===== src/rtl/tftp_rc_pkg.sv =====
// Shared types and constants of the TFTP read client control block.
package tftp_rc_pkg;

   localparam logic [15:0] OP_DATA  = 16'd3;
   localparam logic [15:0] OP_ERROR = 16'd5;

   localparam logic [1:0] CMD_START   = 2'd0;
   localparam logic [1:0] CMD_PACKET  = 2'd1;
   localparam logic [1:0] CMD_TIMEOUT = 2'd2;

   localparam logic [1:0] CSR_TRY_LIMIT   = 2'd0;
   localparam logic [1:0] CSR_FULL_LEN    = 2'd1;
   localparam logic [1:0] CSR_SERVER_PORT = 2'd2;
   localparam logic [1:0] CSR_SERVER_ADDR = 2'd3;

   localparam logic [3:0]  RST_TRY_LIMIT   = 4'd5;
   localparam logic [15:0] RST_FULL_LEN    = 16'd512;
   localparam logic [15:0] RST_SERVER_PORT = 16'd69;
   localparam logic [15:0] FIRST_BLOCK     = 16'd1;

   typedef enum logic [0:0] {PHASE_IDLE, PHASE_WAIT} phase_type;

   typedef enum logic [1:0] {KIND_NONE, KIND_RRQ, KIND_ACK} kind_type;

   typedef enum logic [2:0] {
      ST_IDLE, ST_WAIT, ST_DONE, ST_TIMEOUT, ST_SERVER_ERR, ST_UNKNOWN
   } status_type;

   typedef enum logic [2:0] {
      EV_START, EV_TIMEOUT, EV_DATA, EV_ERROR, EV_UNKNOWN, EV_NOP
   } event_kind_type;

   typedef struct packed {
      event_kind_type kind;
      logic [15:0]    blk;
      logic [15:0]    data_len;
      logic [15:0]    src_port;
   } event_type;

   typedef struct packed {
      kind_type    send_kind;
      logic [15:0] send_block;
      logic [15:0] send_port;
      logic [31:0] send_addr;
      logic        deliver;
      logic [15:0] deliver_len;
      status_type  status;
      logic [15:0] error_code;
   } result_type;

endpackage


===== src/rtl/tftp_rc_front.sv =====
// Front end: accepts request transactions and classifies them into events.
module tftp_rc_front
   import tftp_rc_pkg::*;
(
   input  logic        req_valid,
   output logic        req_ready,
   input  logic [1:0]  req_command,
   input  logic [15:0] req_pkt_opcode,
   input  logic [15:0] req_pkt_block,
   input  logic [15:0] req_pkt_data_len,
   input  logic [15:0] req_pkt_src_port,
   input  logic        q_full,
   output logic        q_push,
   output event_type   q_event
);

   event_kind_type kind;

   always_comb begin
      case (req_command)
         CMD_START: begin
            kind = EV_START;
         end
         CMD_PACKET: begin
            if (req_pkt_opcode == OP_DATA) begin
               kind = EV_DATA;
            end else if (req_pkt_opcode == OP_ERROR) begin
               kind = EV_ERROR;
            end else begin
               kind = EV_UNKNOWN;
            end
         end
         CMD_TIMEOUT: begin
            kind = EV_TIMEOUT;
         end
         default: begin
            kind = EV_NOP;
         end
      endcase
   end

   assign req_ready        = !q_full;
   assign q_push           = req_valid && !q_full;
   assign q_event.kind     = kind;
   assign q_event.blk      = req_pkt_block;
   assign q_event.data_len = req_pkt_data_len;
   assign q_event.src_port = req_pkt_src_port;

endmodule


===== src/rtl/tftp_rc_queue.sv =====
// Short event queue between the front end and the back end.
module tftp_rc_queue
   import tftp_rc_pkg::*;
#(
   parameter int DEPTH = 2
)
(
   input  logic      clock,
   input  logic      reset,
   input  logic      push,
   input  event_type push_data,
   output logic      full,
   input  logic      pop,
   output logic      not_empty,
   output event_type pop_data
);

   localparam int PTR_W = (DEPTH > 1) ? $clog2(DEPTH) : 1;
   localparam int CNT_W = $clog2(DEPTH + 1);

   event_type         mem [DEPTH];
   logic [PTR_W-1:0]  wr_ptr_ff, wr_ptr_in;
   logic [PTR_W-1:0]  rd_ptr_ff, rd_ptr_in;
   logic [CNT_W-1:0]  count_ff, count_in;

   assign full      = (count_ff == CNT_W'(DEPTH));
   assign not_empty = (count_ff != '0);
   assign pop_data  = mem[rd_ptr_ff];

   always_comb begin
      wr_ptr_in = wr_ptr_ff;
      rd_ptr_in = rd_ptr_ff;
      count_in  = count_ff;
      if (push) begin
         wr_ptr_in = (wr_ptr_ff == PTR_W'(DEPTH - 1)) ? '0 : wr_ptr_ff + 1'b1;
      end
      if (pop) begin
         rd_ptr_in = (rd_ptr_ff == PTR_W'(DEPTH - 1)) ? '0 : rd_ptr_ff + 1'b1;
      end
      if (push && !pop) begin
         count_in = count_ff + 1'b1;
      end else if (pop && !push) begin
         count_in = count_ff - 1'b1;
      end
   end

   always_ff @(posedge clock) begin
      if (push) begin
         mem[wr_ptr_ff] <= push_data;
      end
   end

   always_ff @(posedge clock) begin
      if (reset) begin
         wr_ptr_ff <= '0;
         rd_ptr_ff <= '0;
         count_ff  <= '0;
      end else begin
         wr_ptr_ff <= wr_ptr_in;
         rd_ptr_ff <= rd_ptr_in;
         count_ff  <= count_in;
      end
   end

endmodule


===== src/rtl/tftp_rc_back.sv =====
// Back end: transfer state, configuration registers and the response register.
module tftp_rc_back
   import tftp_rc_pkg::*;
(
   input  logic        clock,
   input  logic        reset,
   input  logic        csr_we,
   input  logic [1:0]  csr_index,
   input  logic [31:0] csr_wdata,
   input  logic        q_not_empty,
   input  event_type   q_event,
   output logic        q_pop,
   output logic        rsp_valid,
   input  logic        rsp_ready,
   output result_type  rsp_result
);

   logic [3:0]  try_limit_ff;
   logic [15:0] full_len_ff;
   logic [15:0] server_port_ff;
   logic [31:0] server_addr_ff;

   phase_type   phase_ff, phase_in;
   logic [15:0] exp_block_ff, exp_block_in;
   logic [3:0]  try_count_ff, try_count_in;
   kind_type    last_kind_ff, last_kind_in;
   logic [15:0] last_ack_ff, last_ack_in;
   logic [15:0] peer_port_ff, peer_port_in;
   logic        rsp_valid_ff;
   result_type  rsp_ff, rsp_in;

   logic fire;
   logic in_wait;
   logic can_retry;
   logic first_ok;
   logic block_match;
   logic short_block;

   assign fire        = q_not_empty && (!rsp_valid_ff || rsp_ready);
   assign q_pop       = fire;
   assign in_wait     = (phase_ff == PHASE_WAIT);
   assign can_retry   = (try_count_ff < try_limit_ff);
   assign first_ok    = (try_limit_ff != 4'd0);
   assign block_match = (q_event.blk == exp_block_ff);
   assign short_block = (q_event.data_len < full_len_ff);

   always_comb begin
      phase_in = phase_ff;
      if (fire) begin
         case (q_event.kind)
            EV_START: begin
               phase_in = first_ok ? PHASE_WAIT : PHASE_IDLE;
            end
            EV_TIMEOUT: begin
               if (in_wait && !can_retry) begin
                  phase_in = PHASE_IDLE;
               end
            end
            EV_DATA: begin
               if (in_wait) begin
                  if (block_match) begin
                     if (short_block || !first_ok) begin
                        phase_in = PHASE_IDLE;
                     end
                  end else if (!can_retry) begin
                     phase_in = PHASE_IDLE;
                  end
               end
            end
            EV_ERROR, EV_UNKNOWN: begin
               phase_in = PHASE_IDLE;
            end
            default: begin
               phase_in = phase_ff;
            end
         endcase
      end
   end

   always_comb begin
      exp_block_in = exp_block_ff;
      try_count_in = try_count_ff;
      last_kind_in = last_kind_ff;
      last_ack_in  = last_ack_ff;
      peer_port_in = peer_port_ff;
      rsp_in       = '0;
      rsp_in.status = in_wait ? ST_WAIT : ST_IDLE;
      if (fire) begin
         case (q_event.kind)
            EV_START: begin
               exp_block_in = FIRST_BLOCK;
               try_count_in = 4'd0;
               last_kind_in = KIND_RRQ;
               last_ack_in  = 16'd0;
               peer_port_in = server_port_ff;
               if (first_ok) begin
                  try_count_in        = 4'd1;
                  rsp_in.send_kind    = KIND_RRQ;
                  rsp_in.send_port    = server_port_ff;
                  rsp_in.send_addr    = server_addr_ff;
                  rsp_in.status       = ST_WAIT;
               end else begin
                  rsp_in.status = ST_TIMEOUT;
               end
            end
            EV_TIMEOUT, EV_DATA: begin
               if (in_wait) begin
                  if (q_event.kind == EV_DATA && block_match) begin
                     rsp_in.deliver     = 1'b1;
                     rsp_in.deliver_len = q_event.data_len;
                     peer_port_in       = q_event.src_port;
                     last_kind_in       = KIND_ACK;
                     last_ack_in        = q_event.blk;
                     exp_block_in       = exp_block_ff + 16'd1;
                     try_count_in       = 4'd0;
                     if (short_block || first_ok) begin
                        rsp_in.send_kind  = KIND_ACK;
                        rsp_in.send_block = q_event.blk;
                        rsp_in.send_port  = q_event.src_port;
                        rsp_in.send_addr  = server_addr_ff;
                     end
                     if (short_block) begin
                        rsp_in.status = ST_DONE;
                     end else if (first_ok) begin
                        try_count_in  = 4'd1;
                        rsp_in.status = ST_WAIT;
                     end else begin
                        rsp_in.status = ST_TIMEOUT;
                     end
                  end else if (can_retry) begin
                     try_count_in      = try_count_ff + 4'd1;
                     rsp_in.send_kind  = last_kind_ff;
                     rsp_in.send_block = (last_kind_ff == KIND_ACK) ? last_ack_ff : 16'd0;
                     rsp_in.send_port  = peer_port_ff;
                     rsp_in.send_addr  = server_addr_ff;
                     rsp_in.status     = ST_WAIT;
                  end else begin
                     rsp_in.status = ST_TIMEOUT;
                  end
               end
            end
            EV_ERROR: begin
               if (in_wait) begin
                  rsp_in.status     = ST_SERVER_ERR;
                  rsp_in.error_code = q_event.blk;
               end
            end
            EV_UNKNOWN: begin
               if (in_wait) begin
                  rsp_in.status = ST_UNKNOWN;
               end
            end
            default: begin
               rsp_in.status = in_wait ? ST_WAIT : ST_IDLE;
            end
         endcase
      end
   end

   always_ff @(posedge clock) begin
      if (reset) begin
         try_limit_ff   <= RST_TRY_LIMIT;
         full_len_ff    <= RST_FULL_LEN;
         server_port_ff <= RST_SERVER_PORT;
         server_addr_ff <= '0;
      end else if (csr_we) begin
         case (csr_index)
            CSR_TRY_LIMIT:   try_limit_ff   <= csr_wdata[3:0];
            CSR_FULL_LEN:    full_len_ff    <= csr_wdata[15:0];
            CSR_SERVER_PORT: server_port_ff <= csr_wdata[15:0];
            CSR_SERVER_ADDR: server_addr_ff <= csr_wdata;
            default: begin
               try_limit_ff <= try_limit_ff;
            end
         endcase
      end
   end

   always_ff @(posedge clock) begin
      if (reset) begin
         phase_ff     <= PHASE_IDLE;
         exp_block_ff <= FIRST_BLOCK;
         try_count_ff <= 4'd0;
         last_kind_ff <= KIND_NONE;
         last_ack_ff  <= 16'd0;
         peer_port_ff <= RST_SERVER_PORT;
         rsp_valid_ff <= 1'b0;
      end else begin
         phase_ff     <= phase_in;
         exp_block_ff <= exp_block_in;
         try_count_ff <= try_count_in;
         last_kind_ff <= last_kind_in;
         last_ack_ff  <= last_ack_in;
         peer_port_ff <= peer_port_in;
         if (fire) begin
            rsp_valid_ff <= 1'b1;
         end else if (rsp_ready) begin
            rsp_valid_ff <= 1'b0;
         end
      end
   end

   always_ff @(posedge clock) begin
      if (fire) begin
         rsp_ff <= rsp_in;
      end
   end

   assign rsp_valid  = rsp_valid_ff;
   assign rsp_result = rsp_ff;

endmodule


===== src/rtl/tftp_read_client_fsm_top.sv =====
// Top level of the TFTP read client control block.
// An accepted request transaction is written into the event queue; the back end then registers its response.
// One transaction is taken every cycle while the response side keeps up.
// The front end feeds a short event queue; the back end decides one event per cycle while the response side keeps up.
// Reset is synchronous and active high; it restores the default configuration.
// After reset the block is idle and ready in the next cycle.
module tftp_read_client_fsm_top
   import tftp_rc_pkg::*;
#(
   parameter int QUEUE_DEPTH = 2
)
(
   input  logic        clock,
   input  logic        reset,
   input  logic        csr_we,
   input  logic [1:0]  csr_index,
   input  logic [31:0] csr_wdata,
   input  logic        req_valid,
   output logic        req_ready,
   input  logic [1:0]  req_command,
   input  logic [15:0] req_pkt_opcode,
   input  logic [15:0] req_pkt_block,
   input  logic [15:0] req_pkt_data_len,
   input  logic [15:0] req_pkt_src_port,
   output logic        rsp_valid,
   input  logic        rsp_ready,
   output logic [1:0]  rsp_send_kind,
   output logic [15:0] rsp_send_block,
   output logic [15:0] rsp_send_port,
   output logic [31:0] rsp_send_addr,
   output logic        rsp_deliver,
   output logic [15:0] rsp_deliver_len,
   output logic [2:0]  rsp_status,
   output logic [15:0] rsp_error_code
);

   logic       q_full;
   logic       q_push;
   logic       q_pop;
   logic       q_not_empty;
   event_type  push_event;
   event_type  pop_event;
   result_type result;

   tftp_rc_front u_front (
      .req_valid        (req_valid),
      .req_ready        (req_ready),
      .req_command      (req_command),
      .req_pkt_opcode   (req_pkt_opcode),
      .req_pkt_block    (req_pkt_block),
      .req_pkt_data_len (req_pkt_data_len),
      .req_pkt_src_port (req_pkt_src_port),
      .q_full           (q_full),
      .q_push           (q_push),
      .q_event          (push_event)
   );

   tftp_rc_queue #(
      .DEPTH (QUEUE_DEPTH)
   ) u_queue (
      .clock     (clock),
      .reset     (reset),
      .push      (q_push),
      .push_data (push_event),
      .full      (q_full),
      .pop       (q_pop),
      .not_empty (q_not_empty),
      .pop_data  (pop_event)
   );

   tftp_rc_back u_back (
      .clock       (clock),
      .reset       (reset),
      .csr_we      (csr_we),
      .csr_index   (csr_index),
      .csr_wdata   (csr_wdata),
      .q_not_empty (q_not_empty),
      .q_event     (pop_event),
      .q_pop       (q_pop),
      .rsp_valid   (rsp_valid),
      .rsp_ready   (rsp_ready),
      .rsp_result  (result)
   );

   assign rsp_send_kind   = result.send_kind;
   assign rsp_send_block  = result.send_block;
   assign rsp_send_port   = result.send_port;
   assign rsp_send_addr   = result.send_addr;
   assign rsp_deliver     = result.deliver;
   assign rsp_deliver_len = result.deliver_len;
   assign rsp_status      = result.status;
   assign rsp_error_code  = result.error_code;

endmodule


===== config.mk =====
export PLATFORM = sky130hd
export DESIGN_NAME = tftp_read_client_fsm_top
export DESIGN_NICKNAME = d
export VERILOG_FILES = /design/src/rtl/tftp_rc_pkg.sv /design/src/rtl/tftp_rc_front.sv /design/src/rtl/tftp_rc_queue.sv /design/src/rtl/tftp_rc_back.sv /design/src/rtl/tftp_read_client_fsm_top.sv
export SDC_FILE = /design/constraint.sdc
export NUM_CORES = 1
export LEC_CHECK = 0
export BUFFER_PORTS_ARGS = -buffer_cell sky130_fd_sc_hd__buf_2
export CORE_AREA = 2 2 173 175
export CTS_CLUSTER_DIAMETER = 80
export DETAILED_ROUTE_END_ITERATION = 12
export DIE_AREA = 0 0 175 177
export MAX_ROUTING_LAYER = met4
export PLACE_DENSITY_LB_ADDON = 0.3
export SLEW_MARGIN = 20
export SYNTH_ARGS = -nofsm -noshare
export SYNTH_HDL_FRONTEND = slang
export SYNTH_SLANG_ARGS = --single-unit

===== constraint.sdc =====
create_clock -name clock -period 3.95 [get_ports clock]
set_input_delay 0 -clock clock [delete_from_list [all_inputs] [get_ports clock]]
set_output_delay 0 -clock clock [all_outputs]
set_load 0.01 [all_outputs]

==> results.yml, run 1 <==
synth:
  syn-cell-area_um2: 13300
  yosysWarnings: 0
  yosysSeqAreaShare_pct: 65.7
  synth-async-reset-ratio_pct: 0
  yosys.cell_types.count: 54
  synth_flop_cell: "edfxtp_1"
  synth_fp_nets: 1245
  synth.avg_cell_area_um2: 11.9
  syn_inst: 1119
  synth_edf_count: 204
  ys_ff_latch: 333
grt:
  track_usage_pct: 21.3
  grt_max_degree: 87
  grt_antenna_before_repair: 1
  grt_overflow: 0
  grt_pass1_vias: 9756
  grt_pass1_wl_um: 50300
cts:
  clk_pin_slew_ns: 0.06
  cts.path.max_buffers: 3
  cts_setup_buffers: 0
  cts-htree-levels: 2
  cts_buffers: 35
  tritoncts: "yes"
  insertion_delay_ns: 0.52
  clock-sinks: 333
  cts_root_buf: "clkbuf_16"
critical_path:
  cp.arrival_ns: 3.93
  crit_path_start_kind: "flip-flop"
  criticalPathCategory: "reg -> reg"
  critPathMaxFanout: 36
  endpoint_kind: "flip-flop"
  worstPathRequired_ns: 4.31
job:
  maxCapViolations: 0
place:
  place.gp.congestion: 0.838
  dpl_cell_area_um2: 14900
  dp_cells: 1693
  portBuffers: 208
  place_hpwl_um: 21000
  pre_cts_ws_ns: 0.427
power:
  netSwitchingPower_mw: 3.14
  power_mw: 10.5
  seq_power_share_pct: 45.0
  ir_drop_v: 0.000410
  powerDensity_nw_per_um2: 620
  p_clk_share_pct: 31.0
  p_sw_share_pct: 29.9
  internal-power_mw: 7.35
  combPwrFrac_pct: 24.0
  p_leak_nw: 6.33
route:
  final_antenna_net_count: 0
  drc: 0
  vias: 9693
  routed_wl_um: 32400
  routedWlPerCell_um: 17.5
  drt-initial-drc-count: 654
  dr.pass1.iters: 5
  viasPerCell: 5.25
timing:
  setup_tns_ns: 0
  skew_ns: 0.0188
  holdWs_ns: 0.0839
  post-route-period-util_pct: 90.3
  setup_viol: 0
  fmax_ghz: 0.280
  tightest_slew_ns: 1.06
  finalMaxSlewViolations: 0
  rsz0062_at_grt: "false"
  hold_violations: 0
  slew_headroom_pct: 28.9
  worst_slack_ns: 0.382
  period_needed_ns: 3.57
final_layout:
  drive_gt1_share_pct: 22.6
  area_growth_pct: 27.6
  layout.cells.non_filler: 1848
  num-nets-final: 1556
  fin_util_pct: 57.9
  fin_area_um2: 16900
floorplan:
  start_util_pct: 45.4
  chipWidth_um: 175
  die_area_um2: 31000
  core-area_um2: 29200
  core.rowCount: 63
  die-height_um: 177
  boundaryPins: 209
min_path:
  hp-class: "in -> reg"
  min_from: "csr_we"
outcome:
  status: "complete, no violations"
-- synth_stat cells (6+ instances only) --
cell type / instances / area (µm²)
edfxtp_1: 204 / 6130
nand2_1: 196 / 736
dfxtp_1: 129 / 2580
a21oi_1: 93 / 465
o21ai_0: 49 / 245
clkbuf_1: 46 / 173
nor2_1: 45 / 169
and2_1: 35 / 219
mux2i_1: 31 / 310
inv_1: 29 / 109
ha_1: 21 / 263
and3_1: 20 / 125
xnor2_1: 20 / 175
o211ai_1: 19 / 143
mux2_2: 17 / 191
a22oi_1: 16 / 120
o2bb2ai_1: 16 / 140
nand3_1: 13 / 65.1
nor3_1: 10 / 50.1
o31ai_1: 10 / 75.1
or3_1: 10 / 62.6
or4_1: 8 / 60.1
mux2i_2: 6 / 82.6
nor4_1: 6 / 37.5
-- placed cells by master (no fill, tap or decap), drive strengths merged, types with 30 or more instances in the layout --
| cell type | count |
|---|---|
| inv | 30 |
| and2 | 35 |
| clkbuf | 49 |
| dfxtp | 129 |
| o21ai | 53 |
| mux2i | 37 |
| nor2 | 45 |
| buf | 241 |
| dlygate4sd3 | 90 |
| nand2 | 196 |
| edfxtp | 204 |
| a21oi | 93 |
-- power by group through the flow --
| stage | combinational [mW] | clock [mW] | sequential [mW] |
|---|---|---|---|
| CTS | 2.53 | 3.31 | 4.72 |
| global route | 2.74 | 3.46 | 4.77 |
| floorplan | 1.24 | 0 | 4.98 |
| global placement | 2.42 | 0 | 4.77 |
| finish | 2.52 | 3.25 | 4.72 |
| detailed placement | 2.45 | 0 | 4.78 |
-- per-layer routing --
layer | vias up | GRT usage, % | wire length (µm)
met4 | 0 | 7.01 | 833
li1 | 4661 | - | -
met2 | 283 | 37.2 | 16600
met1 | 4687 | 25.5 | 13500
met5 | - | - | 0
met3 | 62 | 3.26 | 1510
-- final timing paths --
kind | endpoint | slack, ns | cells after the start
worst min register to register | u_back.server_addr_ff[25]$_SDFFE_PP0P_ | 0.45 | 2
worst max-delay path | u_back.rsp_result[36]$_DFFE_PP_ | 0.38 | 12
worst min-delay path | u_back.try_limit_ff[2]$_SDFFE_PP1P_ | 0.08 | 4
worst max register to register | u_back.rsp_result[36]$_DFFE_PP_ | 0.38 | 12
-- logic make-up after synthesis --
family                     share of synthesized area (%)
adders and majority gates                           1.98
muxes                                               4.41
and+or+nand+nor                                     13.0
xor gates and xnor gates                            1.58
DFF                                                 65.7
AOI/OAI and AO/OA                                   10.7
buffers and inverters                               2.68
-- flip-flops by register name (all words and copies together) (netlist names), 2 cells and up, named ones only --
| name | cells |
|---|---|
| u_back.full_len_ff | 16 |
| u_back.exp_block_ff | 16 |
| u_back.try_limit_ff | 4 |
| u_queue.count_ff | 2 |
| u_back.server_port_ff | 16 |
| u_back.try_count_ff | 4 |
| u_back.rsp_result | 102 |
| u_back.last_ack_ff | 16 |
| u_back.peer_port_ff | 16 |
| u_back.last_kind_ff | 2 |
| u_back.server_addr_ff | 32 |
| u_queue.mem | 102 |
-- final cells by class --
class	instances	area (µm²)
diodes	1	2.50
clock buffers	49	1020
clock inverters	15	136
fillers	2411	12300
inverters	29	111
multi-input cells	700	4240
flip-flops and latches	333	8710
well taps	390	488
repair buffers	331	2210
-- what timing repair did --
| action | in CTS | in global routing |
|---|---|---|
| hold buffers | 90 | 0 |
| endpoints found under the hold margin | 187 | 0 |
| endpoints found under the setup margin | 0 | 0 |
| gates resized for setup | 0 | 0 |
-- critical path, stage by stage, from the launching register on --
cell and delay [ns]:
dfxtp_2 0.36, buf_12 0.28, mux2_2 0.39, ha_1 0.31
a211o_1 0.30, o2111ai_1 0.11, o211ai_1 0.12, a311oi_1 0.50
buf_4 0.24, o211ai_1 0.14, nand3_1 0.16, buf_4 0.31
and2_1 0.19
Note: power is estimated with default switching activity, not from simulation.
==> run 2, diff against run 1 <==
RECOVER_POWER = 25   (was default)
SLEW_MARGIN = 10   (was 20)
==> run 2 against run 1 <==
  * Fmax rose by 0.98%
  * Hold slack improved by 0.0091 ns
  * Die area did not move
  * Sequential share of layout area rose by 0.39 points
  * Global-route usage fell by 0.10 points
  * Largest cell class unchanged
==> results.yml, run 2 (synthesis results as in run 1) <==
power:
  powerDensity_nw_per_um2: 625
  ir_drop_v: 0.000391
  internal-power_mw: 7.38
  power_mw: 10.5
  p_leak_nw: 6.04
  seq_power_share_pct: 44.9
  combPwrFrac_pct: 23.3
  p_sw_share_pct: 29.7
  p_clk_share_pct: 31.8
  netSwitchingPower_mw: 3.12
place:
  place_hpwl_um: 21000
  portBuffers: 208
  place.gp.congestion: 0.838
  dp_cells: 1692
floorplan:
  core.rowCount: 63
  chipWidth_um: 175
  die_area_um2: 31000
  boundaryPins: 209
  core-area_um2: 29200
  die-height_um: 177
  start_util_pct: 45.4
grt:
  grt_overflow: 0
  track_usage_pct: 21.2
  grt_max_degree: 87
  grt_pass1_vias: 9704
  grt_pass1_wl_um: 50400
  grt_antenna_before_repair: 0
route:
  routedWlPerCell_um: 17.5
  final_antenna_net_count: 0
  routed_wl_um: 32300
  dr.pass1.iters: 8
  drt-initial-drc-count: 659
  vias: 9682
  viasPerCell: 5.25
  drc: 0
final_layout:
  regArea_um2: 8710
  multi_input_area_um2: 4240
  final_common_cell: "edfxtp_1"
  fillers: 2443
  area_growth_pct: 26.6
  layout.cells.non_filler: 1844
  drive_gt1_share_pct: 16.1
  final_cell_mix: "204 x edfxtp_1, 196 x nand2_1, 128 x dfxtp_1"
  fin_util_pct: 57.4
  num-nets-final: 1554
timing:
  period_needed_ns: 3.53
  tightest_slew_ns: 1.16
  post-route-period-util_pct: 89.4
  setup_tns_ns: 0
  rsz0062_at_grt: "false"
  hold_violations: 0
  slew_headroom_pct: 22.5
  skew_ns: 0.0135
  finalMaxSlewViolations: 0
  setup_viol: 0
  fmax_ghz: 0.283
critical_path:
  worstPathRequired_ns: 4.31
  crit_path_start_kind: "flip-flop"
  ff2ff_path_depth: 12
  slowest_delay_ns: 0.49
  endpoint_kind: "flip-flop"
  cp.arrival_ns: 3.89
  critPathMaxFanout: 36
  criticalPathCategory: "reg -> reg"
  endpoint: "u_back.rsp_result[52]$_DFFE_PP_"
  regToRegEndpoint: "u_back.rsp_result[52]$_DFFE_PP_"
  cp_slowest_cell: "a311oi_1"
  r2r_setup_slack_ns: 0.42
  cp_cell_sequence: "buf_12 > mux2_2 > ha_1 > a211o_1 > o2111ai_1 > o211ai_1 > a311oi_1 > buf_4 > o211ai_1 > nand3_1 > buf_4 > and2_1"
cts:
  cts-htree-levels: 2
  cts_setup_buffers: 0
  tritoncts: "yes"
  insertion_delay_ns: 0.50
  clock-sinks: 333
  cts_root_buf: "clkbuf_16"
  clk_pin_slew_ns: 0.06
  cts.path.max_buffers: 3
  cts_buffers: 35
min_path:
  hp-class: "in -> reg"
outcome:
  status: "complete, no violations"
job:
  maxCapViolations: 0
[run 2: timing repair]
| action | in CTS | in global routing |
|---|---|---|
| hold endpoints to repair | 187 | 0 |
| gates resized for setup | 0 | 0 |
| hold buffers | 89 | 0 |
[run 2: power groups by stage]
stage	Clock, mW	Sequential [mW]	Combinational (mW)
global placement	0	4.77	2.42
global route	3.56	4.78	2.67
CTS	3.40	4.72	2.53
detailed placement	0	4.78	2.45
floorplan	0	4.98	1.24
finish	3.34	4.72	2.44
[run 2: routing by layer]
metal | part of all wire, % | up-vias | track usage, %
li1 | - | 4670 | -
met1 | 42 | 4666 | 25.9
met2 | 51 | 278 | 36.9
met3 | 4.1 | 68 | 2.68
met4 | 2.6 | 0 | 6.60
met5 | 0 | - | -
[run 2: critical path, delay by kind of cell (launching register included)]
kind	cells	cell delay (ns)
compound gates	5	1.13
mux	1	0.39
buf+inv	3	0.81
fa+ha+maj	1	0.31
simple gates	2	0.34
flops	1	0.37
[run 2: how the worst min path moves through the flow]
stage / from / to / slack [ns] / cells past startpoint
after global placement: req_pkt_data_len[10] / u_queue.mem[0][26]$_DFFE_PP_ / 0.19 / 1
after detailed placement: req_pkt_data_len[8] / u_queue.mem[0][24]$_DFFE_PP_ / 0.19 / 1
after floorplan: req_pkt_src_port[0] / u_queue.mem[0][0]$_DFFE_PP_ / 0.1 / 0
after global routing: csr_we / u_back.try_limit_ff[3]$_SDFFE_PP0P_ / 0.13 / 4
final: csr_we / u_back.try_limit_ff[2]$_SDFFE_PP1P_ / 0.09 / 4
after CTS: csr_we / u_back.try_limit_ff[2]$_SDFFE_PP1P_ / 0.07 / 4
[run 2: area by class of cell]
class | instances | share of cell area, %
tap | 390 | 2.91
antenna | 1 | 0.0149
clock inverter | 13 | 1.04
multi-input combinational | 700 | 25.3
timing repair buffer | 329 | 12.3
sequential | 333 | 51.9
clock buffer | 49 | 5.96
inverter | 29 | 0.663
[run 2: through the flow]
stage / worst slack [ns] / cell area, µm² / hold WS [ns]
CTS: 0.403 / 16900 / 0.0723
global route: 0.215 / 16800 / 0.128
floorplan: 0.450 / 13300 / 0.0989
finish: 0.417 / 16800 / 0.0929
global placement: 0.476 / 14800 / 0.188
detailed placement: 0.427 / 14800 / 0.191
==> run 3, diff against run 2 <==
CORE_AREA = 2 2 166 168   (was 2 2 173 175)
DIE_AREA = 0 0 168 170   (was 0 0 175 177)
==> run 3 against run 2 <==
  * Power down 1.3%
  * Count of clock-buffer cells in the layout grew 5
  * Hold slack lost 0.031 ns
  * Fmax is 1.5% higher
  * Die area decreased by 7.8%
  * Register-to-register slack improved by 0.05 ns
  * First-iteration DRC count rose by 39%
  * Core utilization up 5.0 points
  * Final cell count fell by 2.9%
  * Flip-flop and latch count did not move
  * Design area fell by 0.92%
==> results.yml, run 3 (synthesis results as in run 1) <==
outcome:
  status: "complete, no violations"
timing:
  setup_tns_ns: 0
  finalMaxSlewViolations: 0
  period_needed_ns: 3.48
  fmax_ghz: 0.287
  setup_viol: 0
  slew_headroom_pct: 25.0
  tightest_slew_ns: 1.12
  rsz0062_at_grt: "false"
  hold_violations: 0
  skew_ns: 0.0383
  post-route-period-util_pct: 88.2
min_path:
  min_from: "req_pkt_opcode[15]"
  min_to: "u_queue.mem[0][50]$_DFFE_PP_"
  hold_depth: 5
  hp-class: "in -> reg"
critical_path:
  regToRegEndpoint: "u_back.exp_block_ff[15]$_SDFFE_PP0P_"
  crit_path_start_kind: "flip-flop"
  cp.arrival_ns: 3.90
  ff2ff_path_depth: 8
  r2r_setup_slack_ns: 0.47
  worstPathRequired_ns: 4.37
  endpoint_kind: "flip-flop"
  criticalPathCategory: "reg -> reg"
  critPathMaxFanout: 28
power:
  p_clk_share_pct: 30.8
  power_mw: 10.4
  netSwitchingPower_mw: 3.15
  p_leak_nw: 5.98
  ir_drop_v: 0.000418
  internal-power_mw: 7.21
  seq_power_share_pct: 45.5
  combPwrFrac_pct: 23.7
  powerDensity_nw_per_um2: 623
  p_sw_share_pct: 30.4
final_layout:
  num-nets-final: 1550
  final_common_cell: "edfxtp_1"
  fin_util_pct: 62.4
  drive_gt1_share_pct: 15.4
  area_growth_pct: 25.5
  fillers: 2105
  final_cell_mix: "204 x edfxtp_1, 196 x nand2_1, 128 x dfxtp_1"
floorplan:
  core-area_um2: 26700
  start_util_pct: 49.8
  boundaryPins: 209
  die_area_um2: 28600
  core.rowCount: 60
  chipWidth_um: 168
  die-height_um: 170
cts:
  insertion_delay_ns: 0.53
  cts_root_buf: "clkbuf_16"
  clk_pin_slew_ns: 0.06
  clock-sinks: 333
  cts_setup_buffers: 0
  cts.path.max_buffers: 3
  cts-htree-levels: 2
  tritoncts: "yes"
  cts_buffers: 35
  cts_resized: 0
grt:
  grt_pass1_wl_um: 50400
  grt_max_degree: 87
  grt_pass1_vias: 9492
  track_usage_pct: 23.3
  grt_overflow: 0
  grt_antenna_before_repair: 1
place:
  portBuffers: 208
  place.gp.congestion: 0.845
  place_hpwl_um: 20900
route:
  drc: 0
  drt-initial-drc-count: 915
  routed_wl_um: 32800
  routedWlPerCell_um: 18.3
  viasPerCell: 5.43
  final_antenna_net_count: 0
  dr.pass1.iters: 6
  vias: 9724
job:
  maxCapViolations: 0
run 3: changes by cell type in the layout (fill, tap and decap cells not counted), moves of 2 or more:
cell / previous run / this run
buf_2: 111 / 107
buf_4: 31 / 27
bufinv_16: 4 / 1
clkbuf_1: 104 / 112
clkbuf_2: 2 / 0
clkbuf_8: 3 / 5
run 3: repair_timing:
item | CTS | global route
hold endpoints to repair | 188 | 0
setup endpoints to repair | 0 | 0
hold buffers | 88 | 0
run 3: final cells by class:
cell class / instances / area [µm²] / share of cell area (%)
clock buffers: 54 / 1040 / 6.25
inverters: 29 / 111 / 0.669
clock inverters: 8 / 68.8 / 0.414
diodes: 1 / 2.50 / 0.0150
well taps: 341 / 427 / 2.56
multi-input cells: 700 / 4240 / 25.5
flip-flops and latches: 333 / 8710 / 52.3
repair buffers: 325 / 2040 / 12.2
run 3: worst max-delay path by stage:
stage	startpoint	endpoint	slack [ns]
after floorplan	flip-flop	u_back.rsp_result[38]$_DFFE_PP_	0.45
after global placement	flip-flop	u_back.rsp_result[41]$_DFFE_PP_	0.68
after detailed placement	flip-flop	u_back.exp_block_ff[15]$_SDFFE_PP0P_	0.59
after CTS	flip-flop	u_back.exp_block_ff[15]$_SDFFE_PP0P_	0.53
after global routing	flip-flop	u_back.exp_block_ff[15]$_SDFFE_PP0P_	0.26
final	flip-flop	u_back.exp_block_ff[15]$_SDFFE_PP0P_	0.47
run 3: layer usage:
metal	vias up	global-route usage (%)	share of wire [%]
li1	4650	-	-
met1	4692	28.4	41
met2	305	39.1	50
met3	77	3.81	5.1
met4	0	9.15	3.4
met5	-	-	0
run 3: worst max-delay path, stage by stage, from the launching register on:
cell and delay [ns]:
dfxtp_2 0.36, buf_12 0.24, mux2i_1 0.54, xnor2_1 0.12
nor4_1 0.43, and4_1 0.49, a31oi_2 0.38, or4_1 0.61
a21oi_1 0.16
run 3: power groups by stage:
stage	sequential [mW]	clock (mW)	combinational (mW)
after global routing	4.77	3.38	2.68
after global placement	4.77	0	2.43
after CTS	4.71	3.24	2.54
after floorplan	4.98	0	1.24
after detailed placement	4.78	0	2.46
final	4.71	3.19	2.46
run 3: metrics by stage:
stage / hold slack, ns / worst slack, ns / cells / area (µm²)
final: 0.0619 / 0.468 / 1791 / 16600
after detailed placement: 0.191 / 0.591 / 1640 / 14800
after global routing: 0.0558 / 0.262 / 1791 / 16600
after floorplan: 0.0989 / 0.450 / 1119 / 13300
after CTS: 0.0272 / 0.526 / 1790 / 16800
after global placement: 0.187 / 0.680 / 1640 / 14800
